===== config.mk =====
export PLATFORM = sky130hd
export DESIGN_NAME = quintic_min_jerk_trajectory_core
export DESIGN_NICKNAME = d
export VERILOG_FILES = /design/src/rtl/qmj_pkg.sv /design/src/rtl/quintic_min_jerk_trajectory_core.sv /design/src/rtl/qmj_div.sv /design/src/rtl/qmj_dp.sv /design/src/rtl/qmj_ctrl.sv
export SDC_FILE = /design/constraint.sdc
export NUM_CORES = 2
export LEC_CHECK = 0
export ABC_AREA = 1
export BUFFER_PORTS_ARGS = -buffer_cell sky130_fd_sc_hd__buf_2
export CORE_ASPECT_RATIO = 1.2
export CORE_UTILIZATION = 60
export DETAILED_ROUTE_END_ITERATION = 16
export PLACE_DENSITY = 0.77
export SLEW_MARGIN = 25
export SYNTH_ARGS = -nofsm -noshare
export SYNTH_HDL_FRONTEND = slang
export SYNTH_SLANG_ARGS = --single-unit
export TNS_END_PERCENT = 10

===== constraint.sdc =====
create_clock -name i_clk -period 12.76 [get_ports i_clk]
set_input_delay 1.914 -clock i_clk [delete_from_list [all_inputs] [get_ports i_clk]]
set_output_delay 1.914 -clock i_clk [all_outputs]
set_load 0.05 [all_outputs]

===== src/rtl/qmj_pkg.sv =====
// Shared constants, operation codes and control types of the minimum-jerk trajectory core.
package qmj_pkg;

    localparam int TIME_FRAC_BITS_DEF = 24;

    localparam int DUR_W   = 16;
    localparam int POS_W   = 19;
    localparam int DIST_W  = 20;
    localparam int MAG_W   = 19;
    localparam int PM_W    = 20;
    localparam int VEL_W   = 28;
    localparam int VQ_W    = 29;

    localparam logic [DUR_W-1:0]        DURATION_RESET = 16'd200;
    localparam logic signed [POS_W-1:0] POS_LIMIT      = 19'sd131584;

    localparam int APB_ADDR_W = 2;
    localparam logic [APB_ADDR_W-1:0] ADDR_DURATION = 2'd0;

    typedef logic [2:0] t_op;

    localparam t_op OP_S2   = 3'd0;
    localparam t_op OP_S3   = 3'd1;
    localparam t_op OP_H    = 3'd2;
    localparam t_op OP_SW   = 3'd3;
    localparam t_op OP_W2   = 3'd4;
    localparam t_op OP_PM   = 3'd5;
    localparam t_op OP_VX   = 3'd6;
    localparam t_op OP_LAST = OP_VX;

    typedef struct packed {
        logic load;
        logic div_s_start;
        logic s_capture;
        logic mul;
        logic store;
        t_op  op;
        logic div_v_start;
        logic out_load;
    } t_dp_cmd;

    typedef struct packed {
        logic div_done;
    } t_dp_sts;

    function automatic logic signed [POS_W-1:0] clamp_pos(input logic signed [POS_W-1:0] p);
        logic signed [POS_W-1:0] r;
        r = p;
        if (p > POS_LIMIT) begin
            r = POS_LIMIT;
        end else if (p < -POS_LIMIT) begin
            r = -POS_LIMIT;
        end
        return r;
    endfunction

endpackage


===== src/rtl/quintic_min_jerk_trajectory_core.sv =====
// Top level of the single-axis minimum-jerk trajectory core with its APB register port.
// One request is processed at a time: the core is busy from an accepted request until its result
// is loaded, through the bit-serial divider (TIME_FRAC_BITS + 1 steps for the time fraction,
// 29 for the velocity) and seven multiplies.
// A finished result waits in the output register while the next request is accepted.
// Synchronous active-low reset clears the control, the move state and sets duration to 200.
module quintic_min_jerk_trajectory_core
    import qmj_pkg::*;
#(
    parameter int TIME_FRAC_BITS = TIME_FRAC_BITS_DEF
) (
    input  logic                     i_clk,
    input  logic                     i_rst_n,
    input  logic                     i_valid,
    output logic                     o_ready,
    input  logic                     i_action,
    input  logic signed [POS_W-1:0]  i_start_position,
    input  logic signed [POS_W-1:0]  i_target_position,
    output logic                     o_valid,
    input  logic                     i_ready,
    output logic signed [POS_W-1:0]  o_goal_position,
    output logic signed [VEL_W-1:0]  o_goal_velocity,
    output logic                     o_finished,
    input  logic                     psel,
    input  logic                     penable,
    input  logic                     pwrite,
    input  logic [APB_ADDR_W-1:0]    paddr,
    input  logic [31:0]              pwdata,
    output logic [31:0]              prdata,
    output logic                     pready
);

    logic [DUR_W-1:0] r_duration;
    t_dp_cmd          cmd;
    t_dp_sts          sts;

    assign pready = 1'b1;

    always_ff @(posedge i_clk) begin
        if (!i_rst_n) begin
            r_duration <= DURATION_RESET;
        end else if (psel && penable && pwrite && pready && (paddr == ADDR_DURATION)) begin
            r_duration <= pwdata[DUR_W-1:0];
        end
    end

    assign prdata = (paddr == ADDR_DURATION) ? {{(32-DUR_W){1'b0}}, r_duration} : 32'd0;

    qmj_ctrl u_ctrl (
        .i_clk       (i_clk),
        .i_rst_n     (i_rst_n),
        .i_in_valid  (i_valid),
        .o_in_ready  (o_ready),
        .o_out_valid (o_valid),
        .i_out_ready (i_ready),
        .i_sts       (sts),
        .o_cmd       (cmd)
    );

    qmj_dp #(
        .TIME_FRAC_BITS (TIME_FRAC_BITS)
    ) u_dp (
        .i_clk             (i_clk),
        .i_rst_n           (i_rst_n),
        .i_cmd             (cmd),
        .o_sts             (sts),
        .i_duration        (r_duration),
        .i_action          (i_action),
        .i_start_position  (i_start_position),
        .i_target_position (i_target_position),
        .o_goal_position   (o_goal_position),
        .o_goal_velocity   (o_goal_velocity),
        .o_finished        (o_finished)
    );

    a_busy_after_request: assert property (@(posedge i_clk) disable iff (!i_rst_n)
        (i_valid && o_ready) |=> !o_ready)
        else $error("request accepted but core did not go busy");

    a_finished_no_velocity: assert property (@(posedge i_clk) disable iff (!i_rst_n)
        (o_valid && o_finished) |-> (o_goal_velocity == 28'sd0))
        else $error("finished result carries a nonzero velocity");

    a_result_after_work: assert property (@(posedge i_clk) disable iff (!i_rst_n)
        $rose(o_valid) |-> $past(!o_ready))
        else $error("result appeared without a computation in progress");

endmodule


===== src/rtl/qmj_div.sv =====
// Radix-2 restoring divider that produces one quotient bit per cycle.
module qmj_div
    import qmj_pkg::*;
#(
    parameter int QW = 33
) (
    input  logic                     i_clk,
    input  logic                     i_rst_n,
    input  logic                     i_start,
    input  logic [DUR_W-1:0]         i_rem,
    input  logic [QW-1:0]            i_bits,
    input  logic [$clog2(QW+1)-1:0]  i_count,
    input  logic [DUR_W-1:0]         i_divisor,
    output logic [QW-1:0]            o_quot,
    output logic                     o_done
);

    localparam int CW = $clog2(QW+1);

    logic [DUR_W-1:0] r_rem;
    logic [QW-1:0]    r_bits;
    logic [QW-1:0]    r_quot;
    logic [CW-1:0]    r_cnt;
    logic             r_done;

    logic [DUR_W:0]   rem_sh;
    logic [DUR_W:0]   diff;
    logic             ge;

    always_comb begin
        rem_sh = {r_rem, r_bits[QW-1]};
        diff   = rem_sh - {1'b0, i_divisor};
        ge     = (rem_sh >= {1'b0, i_divisor});
    end

    always_ff @(posedge i_clk) begin
        if (!i_rst_n) begin
            r_cnt  <= '0;
            r_done <= 1'b0;
        end else begin
            r_done <= (r_cnt == CW'(1)) && !i_start;
            if (i_start) begin
                r_cnt <= i_count;
            end else if (r_cnt != '0) begin
                r_cnt <= r_cnt - CW'(1);
            end
        end
    end

    always_ff @(posedge i_clk) begin
        if (i_start) begin
            r_rem  <= i_rem;
            r_bits <= i_bits;
            r_quot <= '0;
        end else if (r_cnt != '0) begin
            r_rem  <= ge ? diff[DUR_W-1:0] : rem_sh[DUR_W-1:0];
            r_bits <= r_bits << 1;
            r_quot <= {r_quot[QW-2:0], ge};
        end
    end

    assign o_quot = r_quot;
    assign o_done = r_done;

endmodule


===== src/rtl/qmj_dp.sv =====
// Datapath: move state, shared multiplier, shared divider and result registers.
module qmj_dp
    import qmj_pkg::*;
#(
    parameter int TIME_FRAC_BITS = TIME_FRAC_BITS_DEF
) (
    input  logic                     i_clk,
    input  logic                     i_rst_n,
    input  t_dp_cmd                  i_cmd,
    output t_dp_sts                  o_sts,
    input  logic [DUR_W-1:0]         i_duration,
    input  logic                     i_action,
    input  logic signed [POS_W-1:0]  i_start_position,
    input  logic signed [POS_W-1:0]  i_target_position,
    output logic signed [POS_W-1:0]  o_goal_position,
    output logic signed [VEL_W-1:0]  o_goal_velocity,
    output logic                     o_finished
);

    localparam int F   = TIME_FRAC_BITS;
    localparam int SW  = F + 1;
    localparam int MW  = F + 4;
    localparam int GW  = F + 5;
    localparam int PW  = 2 * MW;
    localparam int DW  = DUR_W + F;
    localparam int YFW = PW + 9;
    localparam int QW  = (SW > VQ_W) ? SW : VQ_W;
    localparam int CW  = $clog2(QW + 1);

    localparam logic [SW-1:0] ONE  = {1'b1, {F{1'b0}}};
    localparam logic [PW:0]   HALF = (PW+1)'(1) << (F - 1);

    logic [DUR_W-1:0]         r_tick;
    logic signed [POS_W-1:0]  r_origin;
    logic signed [DIST_W-1:0] r_dist;

    logic [SW-1:0] r_s;
    logic [SW-1:0] r_s2;
    logic [SW-1:0] r_s3;
    logic [SW-1:0] r_h;
    logic [SW-1:0] r_sw;
    logic [SW-1:0] r_w2;
    logic [PM_W-1:0] r_pm;
    logic [PW-1:0] r_prod;

    logic signed [POS_W-1:0] r_out_pos;
    logic signed [VEL_W-1:0] r_out_vel;
    logic                    r_out_fin;

    logic [DUR_W-1:0]        dur_eff;
    logic [DUR_W-1:0]        ticks_eff;
    logic signed [POS_W-1:0] ca;
    logic signed [POS_W-1:0] cb;
    logic                    neg;
    logic [DIST_W-1:0]       mag_full;
    logic [MAG_W-1:0]        mag;
    logic [DW-1:0]           d1;
    logic [GW-1:0]           g;
    logic [MW-1:0]           v;
    logic [SW-1:0]           omx;
    logic [MW-1:0]           op_a;
    logic [MW-1:0]           op_b;
    logic [PW-1:0]           prod;
    logic [PW:0]             rnd_full;
    logic [PW:0]             rnd;
    logic [YFW-1:0]          y_full;
    logic [VQ_W-1:0]         y;
    logic                    dv_start;
    logic [DUR_W-1:0]        dv_rem;
    logic [QW-1:0]           dv_bits;
    logic [CW-1:0]           dv_count;
    logic [QW-1:0]           dv_quot;
    logic                    dv_done;
    logic [VQ_W-1:0]         vm;
    logic [VQ_W-1:0]         vm_neg;
    logic signed [VEL_W-1:0] vel;
    logic [POS_W+1:0]        pos_full;
    logic [POS_W+1:0]        pm_ext;

    always_comb begin
        dur_eff   = (i_duration == '0) ? DUR_W'(1) : i_duration;
        ticks_eff = (r_tick < dur_eff) ? r_tick : dur_eff;
        ca        = clamp_pos(i_start_position);
        cb        = clamp_pos(i_target_position);
        neg       = r_dist[DIST_W-1];
        mag_full  = neg ? (DIST_W'(0) - DIST_W'(r_dist)) : DIST_W'(r_dist);
        mag       = mag_full[MAG_W-1:0];
        d1        = {ticks_eff, {F{1'b0}}} + DW'(dur_eff >> 1);
        g         = (GW'(ONE) << 3) + (GW'(ONE) << 1) + (GW'(r_s2) << 2) + (GW'(r_s2) << 1)
                  - ((GW'(r_s) << 4) - GW'(r_s));
        v         = (MW'(r_w2) << 5) - (MW'(r_w2) << 1);
        omx       = ONE - r_s;
    end

    always_comb begin
        op_a = '0;
        op_b = '0;
        unique case (i_cmd.op)
            OP_S2: begin
                op_a = MW'(r_s);
                op_b = MW'(r_s);
            end
            OP_S3: begin
                op_a = MW'(r_s2);
                op_b = MW'(r_s);
            end
            OP_H: begin
                op_a = MW'(r_s3);
                op_b = g[MW-1:0];
            end
            OP_SW: begin
                op_a = MW'(r_s);
                op_b = MW'(omx);
            end
            OP_W2: begin
                op_a = MW'(r_sw);
                op_b = MW'(r_sw);
            end
            OP_PM: begin
                op_a = MW'(mag);
                op_b = MW'(r_h);
            end
            OP_VX: begin
                op_a = MW'(mag);
                op_b = v;
            end
            default: begin
                op_a = '0;
                op_b = '0;
            end
        endcase
    end

    assign prod     = op_a * op_b;
    assign rnd_full = (PW+1)'(r_prod) + HALF;
    assign rnd      = rnd_full >> F;
    assign y_full   = (YFW'(r_prod) << 8) + (YFW'(dur_eff) << (F - 1));
    assign y        = VQ_W'(y_full >> F);

    always_comb begin
        dv_start = i_cmd.div_s_start | i_cmd.div_v_start;
        if (i_cmd.div_v_start) begin
            dv_rem   = '0;
            dv_bits  = QW'(y) << (QW - VQ_W);
            dv_count = CW'(VQ_W);
        end else begin
            dv_rem   = DUR_W'(d1 >> SW);
            dv_bits  = QW'(d1[SW-1:0]) << (QW - SW);
            dv_count = CW'(SW);
        end
    end

    qmj_div #(
        .QW (QW)
    ) u_div (
        .i_clk     (i_clk),
        .i_rst_n   (i_rst_n),
        .i_start   (dv_start),
        .i_rem     (dv_rem),
        .i_bits    (dv_bits),
        .i_count   (dv_count),
        .i_divisor (dur_eff),
        .o_quot    (dv_quot),
        .o_done    (dv_done)
    );

    assign o_sts.div_done = dv_done;

    always_comb begin
        vm     = dv_quot[VQ_W-1:0];
        vm_neg = VQ_W'(0) - vm;
        if (neg) begin
            if (vm >= (VQ_W'(1) << (VEL_W - 1))) begin
                vel = {1'b1, {(VEL_W-1){1'b0}}};
            end else begin
                vel = vm_neg[VEL_W-1:0];
            end
        end else begin
            if (vm > VQ_W'({1'b0, {(VEL_W-1){1'b1}}})) begin
                vel = {1'b0, {(VEL_W-1){1'b1}}};
            end else begin
                vel = vm[VEL_W-1:0];
            end
        end
        pm_ext   = neg ? ((POS_W+2)'(0) - (POS_W+2)'(r_pm)) : (POS_W+2)'(r_pm);
        pos_full = {{2{r_origin[POS_W-1]}}, r_origin} + pm_ext;
    end

    always_ff @(posedge i_clk) begin
        if (!i_rst_n) begin
            r_tick   <= '0;
            r_origin <= '0;
            r_dist   <= '0;
        end else if (i_cmd.load) begin
            if (!i_action) begin
                r_origin <= ca;
                r_dist   <= {cb[POS_W-1], cb} - {ca[POS_W-1], ca};
                r_tick   <= '0;
            end else if (r_tick < dur_eff) begin
                r_tick <= r_tick + DUR_W'(1);
            end
        end
    end

    always_ff @(posedge i_clk) begin
        if (i_cmd.s_capture) begin
            r_s <= dv_quot[SW-1:0];
        end
        if (i_cmd.mul) begin
            r_prod <= prod;
        end
        if (i_cmd.store) begin
            unique case (i_cmd.op)
                OP_S2:   r_s2 <= rnd[SW-1:0];
                OP_S3:   r_s3 <= rnd[SW-1:0];
                OP_H:    r_h  <= rnd[SW-1:0];
                OP_SW:   r_sw <= rnd[SW-1:0];
                OP_W2:   r_w2 <= rnd[SW-1:0];
                OP_PM:   r_pm <= rnd[PM_W-1:0];
                default: begin
                end
            endcase
        end
        if (i_cmd.out_load) begin
            r_out_pos <= pos_full[POS_W-1:0];
            r_out_vel <= vel;
            r_out_fin <= (r_tick >= dur_eff);
        end
    end

    assign o_goal_position = r_out_pos;
    assign o_goal_velocity = r_out_vel;
    assign o_finished      = r_out_fin;

endmodule


===== src/rtl/qmj_ctrl.sv =====
// Controller state machine that sequences the divider and multiplier steps of one request.
module qmj_ctrl
    import qmj_pkg::*;
(
    input  logic    i_clk,
    input  logic    i_rst_n,
    input  logic    i_in_valid,
    output logic    o_in_ready,
    output logic    o_out_valid,
    input  logic    i_out_ready,
    input  t_dp_sts i_sts,
    output t_dp_cmd o_cmd
);

    localparam logic [2:0] ST_IDLE   = 3'd0;
    localparam logic [2:0] ST_DIV_S  = 3'd1;
    localparam logic [2:0] ST_WAIT_S = 3'd2;
    localparam logic [2:0] ST_MUL    = 3'd3;
    localparam logic [2:0] ST_STORE  = 3'd4;
    localparam logic [2:0] ST_DIV_V  = 3'd5;
    localparam logic [2:0] ST_WAIT_V = 3'd6;
    localparam logic [2:0] ST_OUT    = 3'd7;

    logic [2:0] r_state;
    logic [2:0] n_state;
    t_op        r_op;
    t_op        n_op;
    logic       r_out_valid;
    logic       n_out_valid;

    always_comb begin
        n_state     = r_state;
        n_op        = r_op;
        n_out_valid = r_out_valid;
        o_cmd       = '0;
        o_cmd.op    = r_op;
        if (r_out_valid && i_out_ready) begin
            n_out_valid = 1'b0;
        end
        unique case (r_state)
            ST_IDLE: begin
                if (i_in_valid) begin
                    o_cmd.load = 1'b1;
                    n_state    = ST_DIV_S;
                end
            end
            ST_DIV_S: begin
                o_cmd.div_s_start = 1'b1;
                n_state           = ST_WAIT_S;
            end
            ST_WAIT_S: begin
                if (i_sts.div_done) begin
                    o_cmd.s_capture = 1'b1;
                    n_op            = OP_S2;
                    n_state         = ST_MUL;
                end
            end
            ST_MUL: begin
                o_cmd.mul = 1'b1;
                n_state   = ST_STORE;
            end
            ST_STORE: begin
                o_cmd.store = 1'b1;
                if (r_op == OP_LAST) begin
                    n_state = ST_DIV_V;
                end else begin
                    n_op    = r_op + 3'd1;
                    n_state = ST_MUL;
                end
            end
            ST_DIV_V: begin
                o_cmd.div_v_start = 1'b1;
                n_state           = ST_WAIT_V;
            end
            ST_WAIT_V: begin
                if (i_sts.div_done) begin
                    n_state = ST_OUT;
                end
            end
            ST_OUT: begin
                if (!r_out_valid || i_out_ready) begin
                    o_cmd.out_load = 1'b1;
                    n_out_valid    = 1'b1;
                    n_state        = ST_IDLE;
                end
            end
            default: begin
                n_state = ST_IDLE;
            end
        endcase
    end

    always_ff @(posedge i_clk) begin
        if (!i_rst_n) begin
            r_state     <= ST_IDLE;
            r_op        <= OP_S2;
            r_out_valid <= 1'b0;
        end else begin
            r_state     <= n_state;
            r_op        <= n_op;
            r_out_valid <= n_out_valid;
        end
    end

    assign o_in_ready  = (r_state == ST_IDLE);
    assign o_out_valid = r_out_valid;

endmodule


; Word level (Yosys, flattened, before mapping)
; Cells that the tools add are included.
[totals]
inputBits = 80
output_inout_bits = 83
ram_bits = 0
latchBits = 0
n_memories = 0
elab_cells = 149
mem_bits_ro = 0
reg_bits = 424
[op_classes]
div = 0
n_eq_ne = 20
addsub = 18
bitwise = 2
magnitude_cmp = 9
reduce_logical = 28
mux = 48
n_mul = 1
shift = 0
[ops]
columns = cell, n
row1 = 28-bit case mux with 6 select lines, 1
row2 = 16-bit two-way mux, 8
row3 = 25-bit case mux with 5 select lines, 1
row4 = 19-bit two-way mux, 6
row5 = 29-bit two-way mux, 3
row6 = 28-bit two-way mux, 3
row7 = 53-bit by 39-bit adder with 53-bit output, 1
row8 = "49-bit by 24-bit adder with 49-bit output, second input constant", 1
row9 = 25-bit by 28-bit multiplier with 49-bit output, 1
row10 = 40-bit by 15-bit adder with 40-bit output, 1
row11 = "19-bit > comparator, second input constant", 2
row12 = "19-bit < comparator, second input constant", 2
row13 = "1-bit by 19-bit subtractor with 19-bit output, first input constant", 2
row14 = "29-bit by 28-bit >= comparator with 1-bit output, second input constant", 1
row15 = "29-bit by 27-bit > comparator with 1-bit output, second input constant", 1
row16 = 28-bit by 26-bit adder with 28-bit output, 1
row17 = "28-bit by 27-bit adder with 28-bit output, first input constant", 1
row18 = "1-bit by 28-bit subtractor with 28-bit output, first input constant", 1
row19 = 28-bit by 25-bit subtractor with 28-bit output, 1
row20 = 28-bit by 26-bit subtractor with 28-bit output, 1
row21 = 28-bit subtractor, 1
row22 = "25-bit subtractor, first input constant", 1
row23 = 3-bit two-way mux, 8
row24 = 3-bit case mux with 8 select lines, 1
row25 = 33 further kinds, 76

; Logic depth before layout (Yosys ltp)
[depth]
depth_word = 7
ltp_mapped = 46
ltp_nobuf = 45

; Hierarchy
; Synthesis repeated with hierarchy kept, for this count alone.
[unflattened]
cells_unflattened = 6317
area_unflattened_um2 = 49996.7
[modules_own_cells]
columns = module, n_inst, cells_per_inst, area_each_um2, seq_area_each_um2
row1 = qmj_dp, 1, 5492, 43938.4, 8638.3
row2 = qmj_div, 1, 594, 4596.9, 2052.0
row3 = quintic_min_jerk_trajectory_core, 1, 157, 983.4, 320.3
row4 = qmj_ctrl, 1, 74, 478.0, 140.1

; Least setup slack after synthesis
; OpenSTA, ideal clock, no wires.
[synth_timing]
kind = reg-to-reg
startpoint = register u_dp.r_s[1]
endpoint = register u_dp.r_prod[42] (data pin)
t_arrival_ns = 8.611
required_time_ns = 12.498
path_slack_ns = 3.887
period_less_slack_ns = 8.873
path_stages_with_launch = 44
setup_time_ns = 0.262
path_buffers = 1
cell_sequence = edfxtp_1 inv_1 ha_1 inv_1 fa_1 ha_1 inv_1 fa_1 inv_1 nand4_1 nand2_1 nand2_1 nand2_1 a21oi_1 xor2_1 o2111ai_1 clkbuf_1 nand2_1 (+8 left out) fa_1 inv_1 fa_1 inv_1 fa_1 inv_1 ha_1 nand2_1 nor2_1 inv_1 nor4_1 nand2_1 nand2_1 nand2_1 nand2_2 nand3_2 o21ai_1 xor2_1
[synth_between]
elab_chain_len = 4
word_cells_on_any_way = 6
classes_between = add/sub: 3 / mul: 1 / mux: 2
[synth_lines]
columns = item, line_no
row1 = from (decl), qmj_dp.sv:37  ; logic [SW-1:0] r_s;
row2 = from (signal assigned), qmj_dp.sv:207  ; r_s <= dv_quot[SW-1:0];
row3 = 28-bit by 25-bit subtractor with 28-bit output, qmj_dp.sv:90  ; - ((GW'(r_s) << 4) - GW'(r_s));
row4 = 28-bit subtractor, qmj_dp.sv:90
row5 = 28-bit case mux with 6 select lines, qmj_dp.sv:98  ; unique case (i_cmd.op)
row6 = 25-bit by 28-bit multiplier with 49-bit output (*), qmj_dp.sv:134  ; assign prod = op_a * op_b;
row7 = named net u_dp.prod[42], qmj_dp.sv:63  ; logic [PW-1:0] prod;
row8 = to (signal assigned), qmj_dp.sv:210  ; r_prod <= prod;
row9 = to (decl), qmj_dp.sv:44  ; logic [PW-1:0] r_prod;
; The timed path passes the listed nets; every way through them passes the cells marked *.
; A chain may end at the register's enable or synchronous reset.

; Worst setup path in the final report
[layout_timing]
startpoint = register u_dp.r_s[6]
endpoint = register u_dp.r_prod[46] (data pin)
; The elaborated chain is that of the path after synthesis.

==> out/results.ini <==
[floorplan]
core_area_sq_um = 80700
die_area_sq_um = 82900
start_util_pct = 60.8
num_rows = 114
fp.dieW_um = 263
fp.dieH_um = 315
pin_count = 163

[hold_path]
whs_endpoint = u_dp.u_div.o_quot[28]
worstHoldStart = u_dp.u_div.o_quot[28]
whs_path_depth = 2
hold_class = register to register

[synth]
synthArstFlopShare_pct = 0
avgSynthCellArea_sq_um = 8.08
yosysWarnings = 0
synth.yosys.seq_area_share_pct = 22.7
yosys_most_used_dff = edfxtp_1
syn-instance-count = 6070
netlist_area_sq_um = 49100
ys_types = 67
synth-edff-count = 296
ys_ff_latch = 409

[timing]
setup_tns_ps = 0
slew_headroom_pct = 21.7
min_period_over_period_pct = 84.4
holdWs_ps = 455
setup_viol = 0
finalMaxSlewViolations = 0
worst_slew_pin_slew_ps = 1170
min_period_ps = 10770
hold_viol_final = 0
rsz0062_at_grt = no
max_freq_mhz = 92.8
fin_worst_skew_ps = 45.5

[routing]
via_count = 42207
maxUsedRoutingLayer = met5
post_drt_via_cell_ratio = 5.87
avgRoutedWirePerCell_um = 21.4
met2_length_mm = 71.4
ant_nets = 0
wl_met1_mm = 55.0
wirelength_mm = 154
dr.pass1.iters = 6
drt_iter0_drc = 3975
wl_met3_mm = 14.8
drc = 0

[clocking]
cts_inserted_buffers = 43
clk_pin_slew_ps = 60
clk_path_buf_depth = 3
cts_repair_resize_count = 0
htree_levels = 2
hold_buffers = 0
cts_tree = built
worstSkewPairLatency_ps = 610
postCtsSetupBuffers = 0
clkSinkCount = 409
cts_root_buf = clkbuf_16

[place]
place_area_sq_um = 50700
portBuffers = 129
gp_congestion = 0.995
dp_hpwl_mm = 120

[global_route]
antenna_found_initial = 1
grt_use_total_pct = 37.6
first_global_vias = 42094
grt_overflow = 0
grt_pass1_wl_mm = 237
grt_max_degree = 75

[setup_path]
crit_cells = 35
max_stage_delay_ps = 640
crit_family = adder cells
cpMaxStageDelayCell = nand3_2
crit_top_cell = fa_1
cp_max_fo = 17
worstRegToRegCells = 35
end_kind = register
reg2reg_from = u_dp.r_s[6]
start_kind = register
rr_endpoint = u_dp.r_prod[46]
critPathBufInv = 7
cp.arrival_ps = 11160
required_ps = 13150
crit_type = register to register
reg2reg_setup_slack_ps = 1990

[cells_and_area]
drive_gt1_share_pct = 6.29
layout_common_cells = 1340 x inv_1, 1263 x nand2_1, 639 x fa_1
area_growth_pct = 6.38
layout_commonest_cell = inv_1
design_area_sq_um = 52200
antenna_cells = 0
layout.nets = 7149

[status]
status = completed

[job]
maxCapViolCount = 0

==> synth_stat cells, drive strengths merged, types with 11 or more instances <==
master | count | area (sq um)
o22ai | 41 | 257
o21ai | 319 | 1610
o221ai | 12 | 105
nor3 | 73 | 415
clkbuf | 131 | 492
a221oi | 13 | 114
a211oi | 12 | 95.1
xnor2 | 38 | 333
nor4 | 28 | 245
ha | 314 | 3930
o21a | 17 | 128
a22oi | 17 | 128
nand2 | 1281 | 4870
inv | 1360 | 5100
o21bai | 11 | 86.3
dfxtp | 113 | 2260
or2 | 15 | 93.9
xor2 | 104 | 911
a31oi | 23 | 144
fa | 639 | 12800
buf | 75 | 472
o211ai | 28 | 210
edfxtp | 296 | 8890
nand3 | 175 | 896
a21o | 15 | 113
a21oi | 343 | 1730
nor2 | 454 | 1760
nand4 | 58 | 375
==> per-layer routing <==
layer / GRT usage [%] / up-vias
li1: - / 19026
met1: 45.1 / 20245
met2: 62.1 / 2256
met3: 6.80 / 678
met4: 25.4 / 2
met5: 0 / -
==> cell families after synthesis <==
| group | count (synthesis) | synth area share (%) |
|---|---|---|
| simple gates | 2098 | 17.9 |
| buf+inv | 1575 | 12.4 |
| fa+ha+maj | 953 | 34.1 |
| compound gates | 891 | 10.3 |
| flops | 409 | 22.7 |
| xor+xnor | 142 | 2.54 |
| other cells | 2 | 0.0153 |
==> worst reg2reg max path: cells and delay by family (launching register included) <==
kind	cells	cell delay [ps]
xor+xnor	1	310
fa+ha+maj	11	5480
simple gates	13	2650
compound gates	3	690
buf+inv	7	880
flops	1	540
==> per-stage QoR <==
step                      utilization (%)  setup WS [ps]  cells
after floorplan                         -           3890   6085
final                                64.6           1990   7194
after global placement               62.7           2260   7113
after global routing                 64.6           1580   7194
after CTS                            64.6           2100   7192
after detailed placement             62.8           2160   7113
==> layout make-up <==
| type | instances | area [sq um] |
|---|---|---|
| clock inverter | 27 | 295 |
| sequential | 409 | 11200 |
| fill | 6938 | 28500 |
| tap | 1044 | 1310 |
| clock buffer | 52 | 1160 |
| inverter | 1369 | 5140 |
| multi-input combinational | 4101 | 32000 |
| timing repair buffer | 192 | 1140 |
==> registers in the layout (all words and copies together) (netlist names) <==
register	flops
u_dp.r_prod	34
u_dp.u_div.o_quot	29
u_dp.u_div.r_bits	29
u_dp.o_goal_velocity	28
u_dp.r_h	25
u_dp.r_s2	25
u_dp.r_s3	25
u_dp.r_s	25
u_dp.r_sw	25
u_dp.r_w2	25
u_dp.r_dist	20
u_dp.o_goal_position	19
u_dp.r_origin	19
u_dp.r_pm	19
r_duration	16
u_dp.r_tick	16
u_dp.u_div.r_rem	16
u_dp.u_div.r_cnt	5
u_ctrl.r_op	3
u_ctrl.r_state	3
u_ctrl.o_out_valid	1
u_dp.o_finished	1
u_dp.u_div.o_done	1
==> worst max path at each step <==
stage / start / endpoint / slack (ps)
after detailed placement: u_dp.r_s[6] / u_dp.r_prod[42] / 2160
after CTS: u_dp.r_s[6] / u_dp.r_prod[46] / 2100
final: u_dp.r_s[6] / u_dp.r_prod[46] / 1990
after global placement: u_dp.r_s[5] / u_dp.r_prod[42] / 2260
after global routing: u_dp.r_s[2] / u_dp.r_prod[46] / 1580
after floorplan: u_dp.r_s[1] / u_dp.r_prod[42] / 3890
Power is left out: the tool's default activity adds up to more than one toggle a clock period on the data nets, which glitch-free logic cannot reach.
